--- config.mk ---
export PLATFORM = sky130hd
export DESIGN_NAME = lattice_coeff_compress_pack
export DESIGN_NICKNAME = d
export VERILOG_FILES = /design/src/lccp_pkg.sv /design/src/lccp_quant.sv /design/src/lattice_coeff_compress_pack.sv
export VERILOG_INCLUDE_DIRS = /design/src /design/src/src
export SDC_FILE = /design/constraint.sdc
export NUM_CORES = 1
export LEC_CHECK = 0
export ABC_AREA = 1
export BUFFER_PORTS_ARGS = -buffer_cell sky130_fd_sc_hd__buf_2
export CAP_MARGIN = 20
export CORE_ASPECT_RATIO = 0.8
export CORE_MARGIN = 5
export CORE_UTILIZATION = 35
export CTS_CLUSTER_DIAMETER = 50
export CTS_CLUSTER_SIZE = 30
export DETAILED_ROUTE_END_ITERATION = 8
export PLACE_DENSITY_LB_ADDON = 0.08
export SYNTH_ARGS = -nofsm -noshare
export SYNTH_HDL_FRONTEND = slang
export SYNTH_HIERARCHICAL = 1
export SYNTH_SLANG_ARGS = --single-unit
--- constraint.sdc ---
create_clock -name clk -period 8.1 [get_ports clk]
set_clock_uncertainty 0.2 [all_clocks]
set_input_delay 1.62 -clock clk [delete_from_list [all_inputs] [get_ports clk]]
set_output_delay 1.62 -clock clk [all_outputs]
set_load 0.01 [all_outputs]
--- src/lattice_coeff_compress_pack_defines.svh ---
// Assertion helpers shared by the RTL.
`ifndef LATTICE_COEFF_COMPRESS_PACK_DEFINES_SVH
`define LATTICE_COEFF_COMPRESS_PACK_DEFINES_SVH

// Same-cycle implication, gated by reset.
`define LCCP_ASSERT_NOW(label, clk, rst_n, ante, cons) \
    label: assert property (@(posedge clk) disable iff (!rst_n) (ante) |-> (cons)) \
        else $error("lccp assertion failed");

// Next-cycle implication, gated by reset.
`define LCCP_ASSERT_NEXT(label, clk, rst_n, ante, cons) \
    label: assert property (@(posedge clk) disable iff (!rst_n) (ante) |=> (cons)) \
        else $error("lccp assertion failed");

`endif

--- src/lccp_pkg.sv ---
`default_nettype none

package lccp_pkg;

    localparam int DATA_W  = 16;
    localparam int BYTE_W  = 8;
    localparam int CODE_W  = 10;
    localparam int NUM_W   = 27;
    localparam int RECIP_SHIFT = 27;
    localparam int PEND_W  = 9;
    localparam int CNT_W   = 4;
    localparam int CFG_W   = 4;

    localparam logic [3:0] CODE_BITS_NARROW = 4'd9;
    localparam logic [3:0] CODE_BITS_RESET  = 4'd10;

    localparam logic [NUM_W-1:0] HALF_9  = NUM_W'(256);
    localparam logic [NUM_W-1:0] HALF_10 = NUM_W'(512);

    typedef enum logic [0:0] {
        REG_DIRECTION = 1'b0,
        REG_CODE_BITS = 1'b1
    } reg_index_t;

    typedef struct packed {
        logic ld_in;
        logic ld_mul;
        logic ld_fix;
    } quant_ctl_t;

endpackage

`default_nettype wire

--- src/lccp_quant.sv ---
`default_nettype none

module lccp_quant #(
    parameter int MODULUS = 7681
) (
    input  wire                                clk,
    input  wire lccp_pkg::quant_ctl_t          ctl,
    input  wire                                wide_code,
    input  wire [lccp_pkg::DATA_W-1:0]         data_in,
    output logic [lccp_pkg::CODE_W-1:0]        code,
    output logic [lccp_pkg::BYTE_W-1:0]        byte_out
);

    localparam int NUM_W   = lccp_pkg::NUM_W;
    localparam int RECIP   = (1 << lccp_pkg::RECIP_SHIFT) / MODULUS;
    localparam int RECIP_W = $clog2(RECIP + 1);
    localparam int HALF    = MODULUS / 2;
    localparam int PROD_W  = NUM_W + RECIP_W;
    localparam int BACK_W  = RECIP_W + lccp_pkg::DATA_W;

    logic [lccp_pkg::DATA_W-1:0] x_reg;
    logic [NUM_W-1:0]            num;
    logic [PROD_W-1:0]           prod;
    logic [NUM_W-1:0]            num_reg;
    logic [RECIP_W-1:0]          qest_reg;
    logic [lccp_pkg::BYTE_W-1:0] byte_mid_reg;
    logic [BACK_W-1:0]           back;
    logic [NUM_W-1:0]            rem;
    logic                        corr;
    logic [lccp_pkg::CODE_W-1:0] qq;
    logic [lccp_pkg::CODE_W-1:0] code_next;
    logic [lccp_pkg::CODE_W-1:0] code_reg;
    logic [lccp_pkg::BYTE_W-1:0] byte_reg;

    always_comb
    begin
        if (wide_code)
        begin
            num = {1'b0, x_reg, 10'b0} + NUM_W'(HALF);
        end
        else
        begin
            num = {2'b0, x_reg, 9'b0} + NUM_W'(HALF);
        end
        prod = {{RECIP_W{1'b0}}, num} * {{NUM_W{1'b0}}, RECIP_W'(RECIP)};
    end

    always_comb
    begin
        back = {{lccp_pkg::DATA_W{1'b0}}, qest_reg}
             * {{RECIP_W{1'b0}}, lccp_pkg::DATA_W'(MODULUS)};
        rem  = num_reg - back[NUM_W-1:0];
        corr = (rem >= NUM_W'(MODULUS));
        qq   = qest_reg[lccp_pkg::CODE_W-1:0] + {{(lccp_pkg::CODE_W-1){1'b0}}, corr};
        if (wide_code)
        begin
            code_next = qq;
        end
        else
        begin
            code_next = {1'b0, qq[lccp_pkg::CODE_W-2:0]};
        end
    end

    always_ff @(posedge clk)
    begin
        if (ctl.ld_in)
        begin
            x_reg <= data_in;
        end
        if (ctl.ld_mul)
        begin
            num_reg      <= num;
            qest_reg     <= prod[PROD_W-1:lccp_pkg::RECIP_SHIFT];
            byte_mid_reg <= x_reg[lccp_pkg::BYTE_W-1:0];
        end
        if (ctl.ld_fix)
        begin
            code_reg <= code_next;
            byte_reg <= byte_mid_reg;
        end
    end

    assign code     = code_reg;
    assign byte_out = byte_reg;

endmodule

`default_nettype wire

--- src/lattice_coeff_compress_pack.sv ---
// Streams coefficients into packed d-bit codes (direction 0) or packed bytes back into
// coefficients (direction 1), d being 9 or 10, over a fixed modulus. Five register
// stages sit between s_tdata and m_tdata: input, reciprocal multiply, remainder
// correction, a result queue of up to three entries filled by bit packing against the
// accumulator, and the output register, where decompressed codes are scaled back.
// The packing stage takes one item per cycle while the result queue has room; the output
// register passes one result per cycle unless m_tready is low. A decompressed byte yields
// at most one code, a coefficient one or two bytes (d/8 on average) plus any flush byte.
`default_nettype none

`include "lattice_coeff_compress_pack_defines.svh"

module lattice_coeff_compress_pack #(
    parameter int MODULUS = 7681
) (
    input  wire                               clk,
    input  wire                               rst_n,
    input  wire                               cfg_wr_en,
    input  wire                               cfg_index,
    input  wire [lccp_pkg::CFG_W-1:0]         cfg_data,
    input  wire                               s_tvalid,
    output logic                              s_tready,
    input  wire [lccp_pkg::DATA_W-1:0]        s_tdata,   // data_in
    input  wire                               s_tlast,
    output logic                              m_tvalid,
    input  wire                               m_tready,
    output logic [lccp_pkg::DATA_W-1:0]       m_tdata,   // data_out
    output logic                              m_tlast
);

    localparam int PEND_W = lccp_pkg::PEND_W;
    localparam int CNT_W  = lccp_pkg::CNT_W;
    localparam int CODE_W = lccp_pkg::CODE_W;
    localparam int BYTE_W = lccp_pkg::BYTE_W;
    localparam int NUM_W  = lccp_pkg::NUM_W;

    logic                     dir_reg;
    logic [3:0]               code_bits_reg;
    logic                     wide_code;

    logic                     s1_valid_reg, s2_valid_reg, s3_valid_reg, s4_valid_reg;
    logic                     s1_last_reg, s2_last_reg, s3_last_reg, s4_last_reg;
    logic                     s1_free, s2_free, s3_free, s4_free;
    logic                     s3_go, accept;
    lccp_pkg::quant_ctl_t     qctl;
    logic [CODE_W-1:0]        s3_code;
    logic [BYTE_W-1:0]        s3_byte;

    logic [PEND_W-1:0]        acc_reg, acc_next;
    logic [CNT_W-1:0]         cnt_reg, cnt_next;
    logic [4:0]               d_w;

    logic [23:0]              wide_c;
    logic [4:0]               total_c, rem_c;
    logic [1:0]               nfull;
    logic [23:0]              rest_c;
    logic [16:0]              wide_d, rest_d;
    logic [4:0]               total_d, cnt_d;
    logic                     have_d;

    logic [1:0]               grp_n;
    logic [CODE_W-1:0]        grp_ent [3];

    logic [CODE_W-1:0]        s4_ent_reg [3];
    logic [1:0]               s4_n_reg, s4_idx_reg;
    logic                     s4_final, out_take, out_load, s4_done;
    logic [CODE_W-1:0]        cur_ent;
    logic [NUM_W-1:0]         rec;
    logic [lccp_pkg::DATA_W-1:0] out_value;

    logic                     out_valid_reg, out_last_reg;
    logic [lccp_pkg::DATA_W-1:0] out_data_reg;

    assign wide_code = (code_bits_reg != lccp_pkg::CODE_BITS_NARROW);
    assign d_w       = wide_code ? 5'd10 : 5'd9;

    // configuration registers
    always_ff @(posedge clk or negedge rst_n)
    begin
        if (!rst_n)
        begin
            dir_reg       <= 1'b0;
            code_bits_reg <= lccp_pkg::CODE_BITS_RESET;
        end
        else if (cfg_wr_en)
        begin
            unique case (lccp_pkg::reg_index_t'(cfg_index))
                lccp_pkg::REG_DIRECTION: dir_reg       <= cfg_data[0];
                lccp_pkg::REG_CODE_BITS: code_bits_reg <= cfg_data;
                default:                 dir_reg       <= dir_reg;
            endcase
        end
    end

    // pipeline flow control
    assign out_take = !out_valid_reg || m_tready;
    assign out_load = s4_valid_reg && out_take;
    assign s4_final = (s4_idx_reg == s4_n_reg - 2'd1);
    assign s4_done  = out_load && s4_final;
    assign s4_free  = !s4_valid_reg || s4_done;
    assign s3_go    = s3_valid_reg && ((grp_n == 2'd0) || s4_free);
    assign s3_free  = !s3_valid_reg || s3_go;
    assign s2_free  = !s2_valid_reg || s3_free;
    assign s1_free  = !s1_valid_reg || s2_free;
    assign s_tready = s1_free;
    assign accept   = s_tvalid && s1_free;

    assign qctl.ld_in  = accept;
    assign qctl.ld_mul = s2_free && s1_valid_reg;
    assign qctl.ld_fix = s3_free && s2_valid_reg;

    lccp_quant #(
        .MODULUS (MODULUS)
    ) u_quant (
        .clk       (clk),
        .ctl       (qctl),
        .wide_code (wide_code),
        .data_in   (s_tdata),
        .code      (s3_code),
        .byte_out  (s3_byte)
    );

    always_ff @(posedge clk or negedge rst_n)
    begin
        if (!rst_n)
        begin
            s1_valid_reg <= 1'b0;
            s2_valid_reg <= 1'b0;
            s3_valid_reg <= 1'b0;
        end
        else
        begin
            if (s1_free)
            begin
                s1_valid_reg <= s_tvalid;
            end
            if (s2_free)
            begin
                s2_valid_reg <= s1_valid_reg;
            end
            if (s3_free)
            begin
                s3_valid_reg <= s2_valid_reg;
            end
        end
    end

    always_ff @(posedge clk)
    begin
        if (accept)
        begin
            s1_last_reg <= s_tlast;
        end
        if (qctl.ld_mul)
        begin
            s2_last_reg <= s1_last_reg;
        end
        if (qctl.ld_fix)
        begin
            s3_last_reg <= s2_last_reg;
        end
    end

    // packing against the bit accumulator
    always_comb
    begin
        wide_c  = {{(24-PEND_W){1'b0}}, acc_reg}
                | ({{(24-CODE_W){1'b0}}, s3_code} << cnt_reg);
        total_c = {1'b0, cnt_reg} + d_w;
        if (total_c >= 5'd16)
        begin
            nfull = 2'd2;
        end
        else if (total_c >= 5'd8)
        begin
            nfull = 2'd1;
        end
        else
        begin
            nfull = 2'd0;
        end
        rem_c  = total_c - {nfull, 3'b000};
        rest_c = wide_c >> {nfull, 3'b000};

        wide_d  = {{(17-PEND_W){1'b0}}, acc_reg}
                | ({{(17-BYTE_W){1'b0}}, s3_byte} << cnt_reg);
        total_d = {1'b0, cnt_reg} + 5'd8;
        have_d  = (total_d >= d_w);
        rest_d  = have_d ? (wide_d >> d_w) : wide_d;
        cnt_d   = have_d ? (total_d - d_w) : total_d;

        if (!dir_reg)
        begin
            grp_n      = nfull + {1'b0, (s3_last_reg && (rem_c != 5'd0))};
            grp_ent[0] = {2'b00, wide_c[7:0]};
            grp_ent[1] = {2'b00, wide_c[15:8]};
            grp_ent[2] = {2'b00, wide_c[23:16]};
            acc_next   = rest_c[PEND_W-1:0];
            cnt_next   = rem_c[CNT_W-1:0];
        end
        else
        begin
            grp_n      = {1'b0, have_d};
            grp_ent[0] = wide_code ? wide_d[9:0] : {1'b0, wide_d[8:0]};
            grp_ent[1] = '0;
            grp_ent[2] = '0;
            acc_next   = rest_d[PEND_W-1:0];
            cnt_next   = cnt_d[CNT_W-1:0];
        end
        if (s3_last_reg)
        begin
            acc_next = '0;
            cnt_next = '0;
        end
    end

    always_ff @(posedge clk or negedge rst_n)
    begin
        if (!rst_n)
        begin
            acc_reg <= '0;
            cnt_reg <= '0;
        end
        else if (s3_go)
        begin
            acc_reg <= acc_next;
            cnt_reg <= cnt_next;
        end
    end

    // result queue
    always_ff @(posedge clk or negedge rst_n)
    begin
        if (!rst_n)
        begin
            s4_valid_reg <= 1'b0;
            s4_idx_reg   <= '0;
        end
        else if (s4_free)
        begin
            s4_valid_reg <= s3_go && (grp_n != 2'd0);
            s4_idx_reg   <= '0;
        end
        else if (out_load)
        begin
            s4_idx_reg <= s4_idx_reg + 2'd1;
        end
    end

    always_ff @(posedge clk)
    begin
        if (s4_free && s3_go)
        begin
            s4_ent_reg <= grp_ent;
            s4_n_reg   <= grp_n;
            s4_last_reg <= s3_last_reg;
        end
    end

    // scale decompressed codes on the way out
    always_comb
    begin
        cur_ent = s4_ent_reg[s4_idx_reg];
        rec     = {{(NUM_W-CODE_W){1'b0}}, cur_ent} * NUM_W'(MODULUS)
                + (wide_code ? lccp_pkg::HALF_10 : lccp_pkg::HALF_9);
        if (!dir_reg)
        begin
            out_value = {{(lccp_pkg::DATA_W-BYTE_W){1'b0}}, cur_ent[BYTE_W-1:0]};
        end
        else if (wide_code)
        begin
            out_value = rec[25:10];
        end
        else
        begin
            out_value = rec[24:9];
        end
    end

    always_ff @(posedge clk or negedge rst_n)
    begin
        if (!rst_n)
        begin
            out_valid_reg <= 1'b0;
        end
        else if (out_take)
        begin
            out_valid_reg <= s4_valid_reg;
        end
    end

    always_ff @(posedge clk)
    begin
        if (out_load)
        begin
            out_data_reg <= out_value;
            out_last_reg <= s4_last_reg && s4_final;
        end
    end

    assign m_tvalid = out_valid_reg;
    assign m_tdata  = out_data_reg;
    assign m_tlast  = out_last_reg;

    `LCCP_ASSERT_NOW(a_pending_clean, clk, rst_n, 1'b1, ((cnt_reg <= 4'd9) && ((acc_reg >> cnt_reg) == '0)))
    `LCCP_ASSERT_NOW(a_queue_index, clk, rst_n, s4_valid_reg, ((s4_idx_reg < s4_n_reg) && (s4_n_reg != 2'd0)))
    `LCCP_ASSERT_NOW(a_queue_room, clk, rst_n, (s3_go && (grp_n != 2'd0)), s4_free)
    `LCCP_ASSERT_NEXT(a_flush_clears, clk, rst_n, (s3_go && s3_last_reg), ((cnt_reg == '0) && (acc_reg == '0)))

endmodule

`default_nettype wire

### Word level (Yosys, flattened, before mapping)

Index checks and enable logic that the tools add are counted.
W data, S select, Z words.

| cells by class | value |
|---|---|
| bitwise operators | 4 |
| reductions and logical operators | 28 |
| add/sub/neg operators | 12 |
| equality and inequality tests | 2 |
| shift-type cells | 4 |
| magnitude comparators | 5 |
| multipliers | 3 |
| muxes and demuxes | 20 |

Operator list:

| kind | count |
|---|---|
| $mul A27 B15 Y42 const B | 1 |
| $mux W10 | 3 |
| $mux W28 | 1 |
| $add A26 B12 Y27 const B | 1 |
| $ge A27 B13 Y1 const B | 1 |
| $mul A15 B13 Y27 const B | 1 |
| $mux W27 | 1 |
| $mux W9 | 3 |
| $sub A27 B27 Y27 | 1 |
| $add A25 B12 Y26 const B | 1 |
| $add A23 B10 Y24 | 1 |
| $or A9 B24 Y24 | 1 |
| $shl A10 B4 Y24 | 1 |
| $shr A24 B5 Y9 | 1 |
| $mul A10 B13 Y23 const B | 1 |
| $bmux W10 S2 | 1 |
| $or A9 B17 Y17 | 1 |
| $shl A8 B4 Y17 | 1 |
| $shr A17 B4 Y9 | 1 |
| $mux W15 | 1 |
| $mux W4 | 3 |
| $add A10 B1 Y10 | 1 |
| $logic_and A1 B1 Y1 | 10 |
| $mux W2 | 5 |
| other kinds (23) | 35 |

| word-level totals | value |
|---|---|
| output and inout port bits | 19 |
| logic and storage cells | 110 |
| input bits | 27 |
| flip-flop bits (word level) | 161 |

### Logic depth before layout (Yosys ltp)

| depth | value |
|---|---|
| word-level depth | 18 |
| gate-level depth with buffers | 33 |
| mapped depth without buffers | 33 |

### By module

The synthesis kept the hierarchy.

By module, submodules not included:

| module | area each (sq um) | sequential area each (sq um) | cells an instance | times used |
|---|---|---|---|---|
| lccp_quant | 10070.9 | 2252.2 | 1262 | 1 |
| lattice_coeff_compress_pack | 6558.8 | 2069.5 | 900 | 1 |

### Least setup slack after synthesis

OpenSTA, ideal clock, no wires.

| path | value |
|---|---|
| kind | register to register |
| start point | reg u_quant.qest_reg[2] |
| end point | reg u_quant.code_reg, in the netlist u_quant/code[8], data pin |
| stages on the path, launching flop included | 33 |
| data required time | 7636 ps |
| period minus slack after synthesis | 5808 ps |
| setup time | 264 ps |
| arrival | 5344 ps |
| path slack | 2292 ps |
| path buffers | 0 |
| path through | edfxtp_1 inv_1 fa_1 fa_1 inv_1 ha_1 inv_1 fa_1 inv_1 ha_1 fa_1 inv_1 ha_1 nand2_1 inv_1 nand2_1 nand2_1 a21oi_1 nand2_1 nand2_1 nand2_1 inv_1 nand2_1 nor2_1 nand2_1 nand3_1 nor2_1 nand2_1 ha_1 nand2_1 nor2_1 nand2_1 xor2_1 |

| between the ends | value |
|---|---|
| word-level cells in the longest chain between the ends | 4 |

Ends and longest elaborated chain:

| item | RTL line | source |
|---|---|---|
| start: declaration | lccp_quant.sv:25 | `logic [RECIP_W-1:0] qest_reg;` |
| start signal: assignment | lccp_quant.sv:74 | `qest_reg <= prod[PROD_W-1:lccp_pkg::RECIP_SHIFT];` |
| $mul A15 B13 Y27 | lccp_quant.sv:51 | `* {{RECIP_W{1'b0}}, lccp_pkg::DATA_W'(MODULUS)};` |
| $sub A27 B27 Y27 | lccp_quant.sv:52 | `rem = num_reg - back[NUM_W-1:0];` |
| $ge A27 B13 Y1 | lccp_quant.sv:53 | `corr = (rem >= NUM_W'(MODULUS));` |
| $add A10 B1 Y10 * | lccp_quant.sv:54 | `qq = qest_reg[lccp_pkg::CODE_W-1:0] + {{(lccp_pkg::CODE_W-1){1'b0}}, corr};` |
| via u_quant.code_next, one bit | lccp_quant.sv:31 | `logic [lccp_pkg::CODE_W-1:0] code_next;` |
| end signal: assignment | lccp_quant.sv:79 | `code_reg <= code_next;` |
| end: declaration | lccp_quant.sv:32 | `logic [lccp_pkg::CODE_W-1:0] code_reg;` |

The timed path passes the listed nets; every way through them passes the cells marked *.
A chain may end at the register's enable or synchronous reset.

### Final worst setup path

Ends and elaborated chain as after synthesis.

==> impl_metrics.yaml <==
cts:
  clock-sinks: 148
  clk_pin_slew_ns: 0.08
  clk_latency_ns: 0.46
  clockBufferDepth: 2
  h-tree-depth: 4
  cts_resized: 0
  cts_hold_buffers: 0
  cts_buffers: 17
  cts_setup_buffers: 0
  cts_tree: "done"
  root_buffer: "clkbuf_16"
critical_path:
  path_max_fanout: 6
  cp.arrival_ns: 6.72
  cp_slowest_cell: "edfxtp_1"
  cp.required_ns: 8.08
  critPathMaxStageDelay_ns: 0.53
  cpMostUsedCell: "nand2_1"
  r2r-start: "u_quant/qest_reg[2]"
  crit_type: "flop to flop"
  critPathCaptureType: "flop"
  cp-start-kind: "flop"
  crit_path_start: "u_quant/qest_reg[2]"
yosys:
  synth.avg_cell_area_um2: 7.69
  synth_cells: 2162
  synth_async_sr_flop_share_pct: 16.9
  yosysSeqAreaShare_pct: 26.0
  ys_types: 53
  syn_nets: 2528
  synth-edff-count: 123
  synth_seq_cells: 148
  synth_ff_type: "edfxtp_1"
  yosys_warnings: 6
  netlist_area_um2: 16600
sta:
  setup_viol: 0
  rsz0062_at_grt: "no"
  setup_tns_ns: 0
  max_freq_mhz: 148
  period_needed_ns: 6.74
  hold_viol: 0
  whs_ns: 0.223
  post-route-period-util_pct: 83.2
  drv_slew: 0
  slew-limit-headroom_pct: 23.1
  worstMarginPinSlew_ns: 1.15
routing:
  drt_wl_total_um: 45100
  vias_per_cell: 4.83
  drtIter0Drc: 804
  remaining_drc_errors: 0
  routedWlPerCell_um: 15.9
  firstDrtPassIters: 5
  via_count: 13711
  antenna_left: 0
global_route:
  grt_pass1_vias: 13506
  overflow: 0
  grt_max_degree: 43
  grt_usage_pct: 17.9
  antenna_found_initial: 0
  grt_first_pass_wirelength_um: 73700
final_layout:
  n_antenna_cell: 0
  most-common-layout-cells: "nand2_1 (525), inv_1 (410), ha_1 (260)"
  largest_register_ffs: 26
  final_common_cell: "nand2_1"
  fillers: 4884
  drive_above_1_share_pct: 5.54
  area_growth_pct: 8.85
  fin_nets: 2572
hold_path:
  hold_start: "s1_last_reg"
  hold_class: "flop to flop"
die:
  coreArea_um2: 47000
  fp.dieArea_um2: 52000
  placementRows: 71
  die_h_um: 205
  start_util_pct: 35.4
  boundaryPins: 46
  die_width_um: 254
placed_design:
  portBuffers: 44
  dp_hpwl_um: 37400
  place.gp.congestion: 0.874
run_status:
  status: "complete, no violations"
run:
  maxCapViolations: 0
logic make-up (layout without fill, tap and decap cells):
logic type      Yosys count  after routing  share of synthesized area, %
xor+xnor                 44             44                          2.32
compound gates          213            213                          7.36
flops                   148            148                          26.0
other cells               1              1                        0.0226
mux                       3              3                         0.203
fa+ha+maj               339            339                          29.1
buf+inv                 451            508                          10.4
simple gates            963            963                          24.6
critical path: cells and delay by family, from the launching register on:
kind / cells / cell delay (ns)
xor+xnor: 1 / 0.14
simple gates: 17 / 1.59
buf+inv: 7 / 0.67
fa+ha+maj: 8 / 3.29
flops: 1 / 0.53
layout make-up:
type | instances | area [um2] | share of cell area (%)
clock buffers | 18 | 429 | 2.37
clock inverters | 14 | 103 | 0.567
inverters | 417 | 1570 | 8.65
multi-input cells | 1563 | 10600 | 58.4
flip-flops and latches | 148 | 4320 | 23.9
well taps | 620 | 776 | 4.29
repair buffers | 59 | 330 | 1.82
cells in the mapped netlist, types with 7 or more instances:
cell type  number  area (um2)
edfxtp_1      123        3690
xor2_1         37         324
nand2_1       525        1970
nand4_1        32         200
o31ai_1         7        52.6
dfrtp_1        23         576
clkbuf_1       13        48.8
o21a_1          8        60.1
nand3_1       190         951
a21oi_1        87         435
fa_1           79        1580
inv_1         410        1540
ha_1          260        3250
xnor2_1         7        61.3
a31oi_1        11        68.8
nor2_1        167         627
buf_2          18        90.1
nor3_1         17        85.1
o221ai_1        9        78.8
nand3b_1        7        52.6
o21ai_0        61         305
path summary, 6_finish.rpt:
| kind | slack [ns] | end | depth (start not counted) |
|---|---|---|---|
| max | 1.36 | u_quant/code[8] | 33 |
| max in group asynchronous | 6.28 | s1_valid_reg | 1 |
| min reg2reg | 0.22 | s2_last_reg | 0 |
| min in group asynchronous | 0.99 | s4_valid_reg | 1 |
| max reg2reg | 1.36 | u_quant/code[8] | 33 |
| min | 0.22 | s2_last_reg | 0 |
metrics by stage:
step | util, % | area, um2 | instances | setup WS (ns)
after detailed placement | 37.4 | 17600 | 2806 | 1.42
after global placement | 37.4 | 17600 | 2805 | 1.47
final | 38.5 | 18100 | 2839 | 1.36
after CTS | 38.5 | 18100 | 2838 | 1.36
after floorplan | - | 16600 | 2162 | 2.29
after global routing | 38.5 | 18100 | 2839 | 0.925
routing by layer:
| metal | global-route usage, % | part of all wire (%) |
|---|---|---|
| met5 | 0 | 0 |
| met4 | 3.11 | 0.92 |
| met3 | 2.20 | 3.0 |
| met2 | 25.4 | 40 |
| met1 | 29.1 | 56 |
Power is not shown: default switching activity piles up to over one toggle a cycle in this logic, so the estimate is an artifact.
